<file path="config.mk">
export PLATFORM = sky130hd
export DESIGN_NAME = rngb_square
export DESIGN_NICKNAME = d
export VERILOG_FILES = /design/src/hdl/rngb_square.sv
export SDC_FILE = /design/constraint.sdc
export NUM_CORES = 1
export LEC_CHECK = 0
export ABC_CLOCK_PERIOD_IN_PS = 16309
export BUFFER_PORTS_ARGS = -buffer_cell sky130_fd_sc_hd__buf_2
export CORE_ASPECT_RATIO = 1.5
export CORE_MARGIN = 3
export CORE_UTILIZATION = 65
export DETAILED_ROUTE_END_ITERATION = 16
export PLACE_DENSITY = 0.84
export SLEW_MARGIN = 20
export SYNTH_ARGS = -nofsm -noshare
export SYNTH_HDL_FRONTEND = slang
export SYNTH_SLANG_ARGS = --single-unit
export TNS_END_PERCENT = 1
</file>
<file path="constraint.sdc">
create_clock -name clk -period 16.31 [get_ports clk]
set_clock_uncertainty 0.1 [all_clocks]
set_input_delay 3.262 -clock clk [delete_from_list [all_inputs] [get_ports clk]]
set_output_delay 3.262 -clock clk [all_outputs]
set_load 0.02 [all_outputs]
</file>
<file path="src/hdl/rngb_square.sv">
module rngb_square #(
    parameter int OP_W = 16
) (
    input  logic                  clk,
    input  logic signed [OP_W:0]  operand,
    output logic [2*OP_W-1:0]     product
);

    logic [OP_W:0]   mag_full;
    logic [OP_W-1:0] mag;
    logic [2*OP_W-1:0] product_reg;

    // operand never reaches the most negative value, so the magnitude fits
    assign mag_full = operand[OP_W] ? (OP_W+1)'(-operand) : (OP_W+1)'(operand);
    assign mag      = mag_full[OP_W-1:0];

    always_ff @(posedge clk)
    begin
        product_reg <= (2*OP_W)'(mag) * (2*OP_W)'(mag);
    end

    assign product = product_reg;

endmodule

</file>
# After elaboration in Yosys (flattened, before gate mapping)
# Index checks and enable logic that the tools add are counted.
# Widths: inputs -> output; s select.
[classes] n_addsub=1 multipliers=1 n_mux=1
[op_table] op="$mul 16x16->32" n=1
[op_table] op="$mux 16" n=1
[op_table] op="$neg 16->16" n=1
[word_totals] ff_bits=32 inputBits=18 elab_cells=4

# Longest topological paths before layout
[logic_depth] word_depth=3 ltp_mapped=31 mapped_depth_nobuf=28

# Worst setup path before layout
# OpenSTA, ideal clock, no wires.
[synth_path] path_type="input-to-reg" from="input operand[0]" to="register product_reg[31], in the netlist product[31]" setup_time_ps=118 t_arrival_ps=10994 setup_slack_ps=5098 path_stages=31 path_cell_list="inv_1 > clkbuf_1 > ha_1 > or3b_1 > or4_1 > buf_2 > o21ai_0 > xor2_1 > inv_2 > nand2_1 > inv_1 > fa_1 > inv_1 > fa_1 > inv_1 > fa_1 > inv_1 > fa_1 > inv_1 > fa_1 > inv_1 > fa_1 > inv_1 > ha_1 > clkbuf_1 > nand2_1 > or3_1 > o311ai_1 > a21oi_1 > o311a_1 > xnor2_1"
[synth_via] elab_chain_cells=3
[synth_lines] item="start, declared" line_no="5" source="input logic signed [OP_W:0] operand,"
[synth_lines] item="$neg 16->16" line_no="14" source="assign mag_full = operand[OP_W] ? (OP_W+1)'(-operand) : (OP_W+1)'(operand);"
[synth_lines] item="$mux 16 (*)" line_no="14"
[synth_lines] item="$mul 16x16->32 (*)" line_no="19" source="product_reg <= (2*OP_W)'(mag) * (2*OP_W)'(mag);"
[synth_lines] item="end signal, assigned" line_no="19"
[synth_lines] item="end, declared" line_no="11" source="logic [2*OP_W-1:0] product_reg;"
# Mark *: on every way between the ends. The rest lies on a longest branch, timed or not.

# Final worst setup path
# Ends and elaborated chain as after synthesis.

==> flow_metrics.env <==
export IMPL_yosysWarningCount=0
export IMPL_yosysTopAreaCellShare_pct=39.1
export IMPL_die_area_um2=14200
export IMPL_root_buffer="clkbuf_16"
export IMPL_floorplan_initialDensity_pct=66.6
export IMPL_ys_flop_type="dfxtp_1"
export IMPL_clockBufferDepth=2
export IMPL_hold_path_end="product[0]"
export IMPL_fin_nets=1256
export IMPL_postCtsSetupRepairBufs=0
export IMPL_maxSlewViolCount=0
export IMPL_row_count=50
export IMPL_syn_inst=939
export IMPL_start_kind="input pin"
export IMPL_ys_seq_area_share_pct=7.44
export IMPL_cp_arrival_ps=12360
export IMPL_slowest_delay_ps=760
export IMPL_worstMarginPinSlew_ps=1140
export IMPL_routedWlPerCell_um=18.5
export IMPL_async_flop_share_pct=0
export IMPL_dr_pass1_iters=5
export IMPL_syn_to_final_growth_pct=6.74
export IMPL_drt_iter0_drc=340
export IMPL_critPathKind="input pin to register"
export IMPL_final_common_cell="inv_1"
export IMPL_ys_ff_latch=31
export IMPL_synthesis_nets=1217
export IMPL_gp_congestion=0.947
export IMPL_die_height_um=145
export IMPL_wl_met3_um=1460
export IMPL_cp_max_fo=16
export IMPL_rsz0062_at_grt="no"
export IMPL_cts_num_sinks=31
export IMPL_drive_above_1_share_pct=8.38
export IMPL_cts_tree="built"
export IMPL_period_share_pct=75.3
export IMPL_hp_class="input pin to register"
export IMPL_largest_reg_flops=31
export IMPL_cts_clk_slew_worst_paths_ps=60
export IMPL_yosysUniqueCellTypes=64
export IMPL_hpwlAfterDp_um=17800
export IMPL_fin_crit_ps=12290
export IMPL_finalHoldViolations=0
export IMPL_wl_met2_um=11300
export IMPL_slew_headroom_pct=23.9
export IMPL_final_cell_mix="inv_1, fa_1, ha_1"
export IMPL_drv_cap=0
export IMPL_core_um2=12500
export IMPL_min_delay_path_depth=1
export IMPL_avgSynthCellArea_um2=8.88
export IMPL_grt_max_degree=21
export IMPL_cpMostUsedCell="inv_1"
export IMPL_antenna_cells=0
export IMPL_max_freq_mhz=81.4
export IMPL_antenna_found_initial=0
export IMPL_pin_count=50
export IMPL_vias=6617
export IMPL_cts_hold_repair_buffers=0
export IMPL_viasPerCell=5.83
export IMPL_min_from="operand[0]"
export IMPL_status="complete, no violations"
export IMPL_htree_levels=2
export IMPL_drc=0
export IMPL_final_setup_viol_count=0
export IMPL_grt_pass1_vias=7195
export IMPL_yosysTopAreaCell="fa_1"
export IMPL_grt_usage_pct=30.6
export IMPL_ant_nets=0
export IMPL_die_x_um=98.5
export IMPL_port_buffers=48
export IMPL_routed_wirelength_um=21000
export IMPL_drt_met1_wl_um=6920
export IMPL_netlist_top_cells_area="fa_1, ha_1, inv_1"
export IMPL_cts_buffers=5
export IMPL_cp_required_ps=16380
export IMPL_top_layer_used="met4"
export IMPL_crit_slowest_cell="xor2_1"
export IMPL_fin_util_pct=71.1
export IMPL_synth_edf_count=0
export IMPL_final_setup_tns_ps=0
export IMPL_grt_overflow_total=0
export IMPL_grt_pass1_wl_um=33900
export IMPL_cp_end_kind="register"
export IMPL_syn_area_um2=8340
export IMPL_cts_resized=0
layer usage:
| layer | vias to the layer above | global-route usage (%) |
|---|---|---|
| met5 | - | 0 |
| met4 | 0 | 17.8 |
| li1 | 2968 | - |
| met2 | 310 | 56.6 |
| met3 | 92 | 5.52 |
| met1 | 3247 | 32.5 |
synth_stat cells, types with 5 or more instances:
| cell type | count |
|---|---|
| xnor2_1 | 28 |
| and3_1 | 6 |
| nor3_1 | 5 |
| or4_1 | 5 |
| nand3_1 | 9 |
| a211oi_1 | 5 |
| nor2_1 | 65 |
| a31oi_1 | 5 |
| fa_1 | 163 |
| ha_1 | 97 |
| o21a_1 | 5 |
| dfxtp_1 | 31 |
| inv_1 | 242 |
| nand2_1 | 92 |
| o31ai_1 | 5 |
| a21o_1 | 12 |
| inv_2 | 6 |
| clkbuf_1 | 16 |
| a21oi_1 | 37 |
| o21ai_0 | 16 |
| xor2_1 | 17 |
critical path: cells and delay by family:
family / cells / cell delay, ps
fa+ha+maj: 8 / 3800
buf+inv: 10 / 1290
compound gates: 4 / 1400
xor+xnor: 2 / 890
simple gates: 5 / 1700
cell families after synthesis:
family	count (synthesis)	share of synthesized area, %
buf+inv	271	12.4
fa+ha+maj	260	53.7
simple gates	208	11.0
compound gates	120	10.0
xor+xnor	48	5.45
flops	31	7.44
other cells	1	0.0450
through the flow:
| stage | cells | hold slack [ps] | worst slack, ps | area, um2 |
|---|---|---|---|---|
| finish | 1135 | 3100 | 4020 | 8900 |
| global route | 1135 | 3110 | 3710 | 8900 |
| CTS | 1135 | 3100 | 4160 | 8900 |
| detailed placement | 1127 | 3390 | 3890 | 8720 |
| global placement | 1127 | 3380 | 3940 | 8720 |
| floorplan | 939 | 3190 | 5100 | 8340 |
how the worst max path moves through the flow:
stage / startpoint / end / cells past startpoint / slack [ps]
2_1_floorplan: operand[0] / product[31] / 31 / 5100
3_3_place_gp: operand[0] / product[31] / 29 / 3940
3_5_place_dp: operand[0] / product[31] / 29 / 3890
4_1_cts: operand[0] / product[31] / 29 / 4160
5_1_grt: operand[0] / product[31] / 29 / 3710
6_report: operand[0] / product[31] / 29 / 4020
layout make-up:
| class | count | area, um2 |
|---|---|---|
| well taps | 156 | 195 |
| flip-flops and latches | 31 | 621 |
| clock buffers | 6 | 139 |
| multi-input cells | 637 | 6690 |
| fillers | 997 | 3610 |
| repair buffers | 53 | 278 |
| clock inverters | 2 | 35.0 |
| inverters | 250 | 938 |
Power is not shown: default switching activity piles up to over one toggle a cycle in this logic, so the estimate is an artifact.
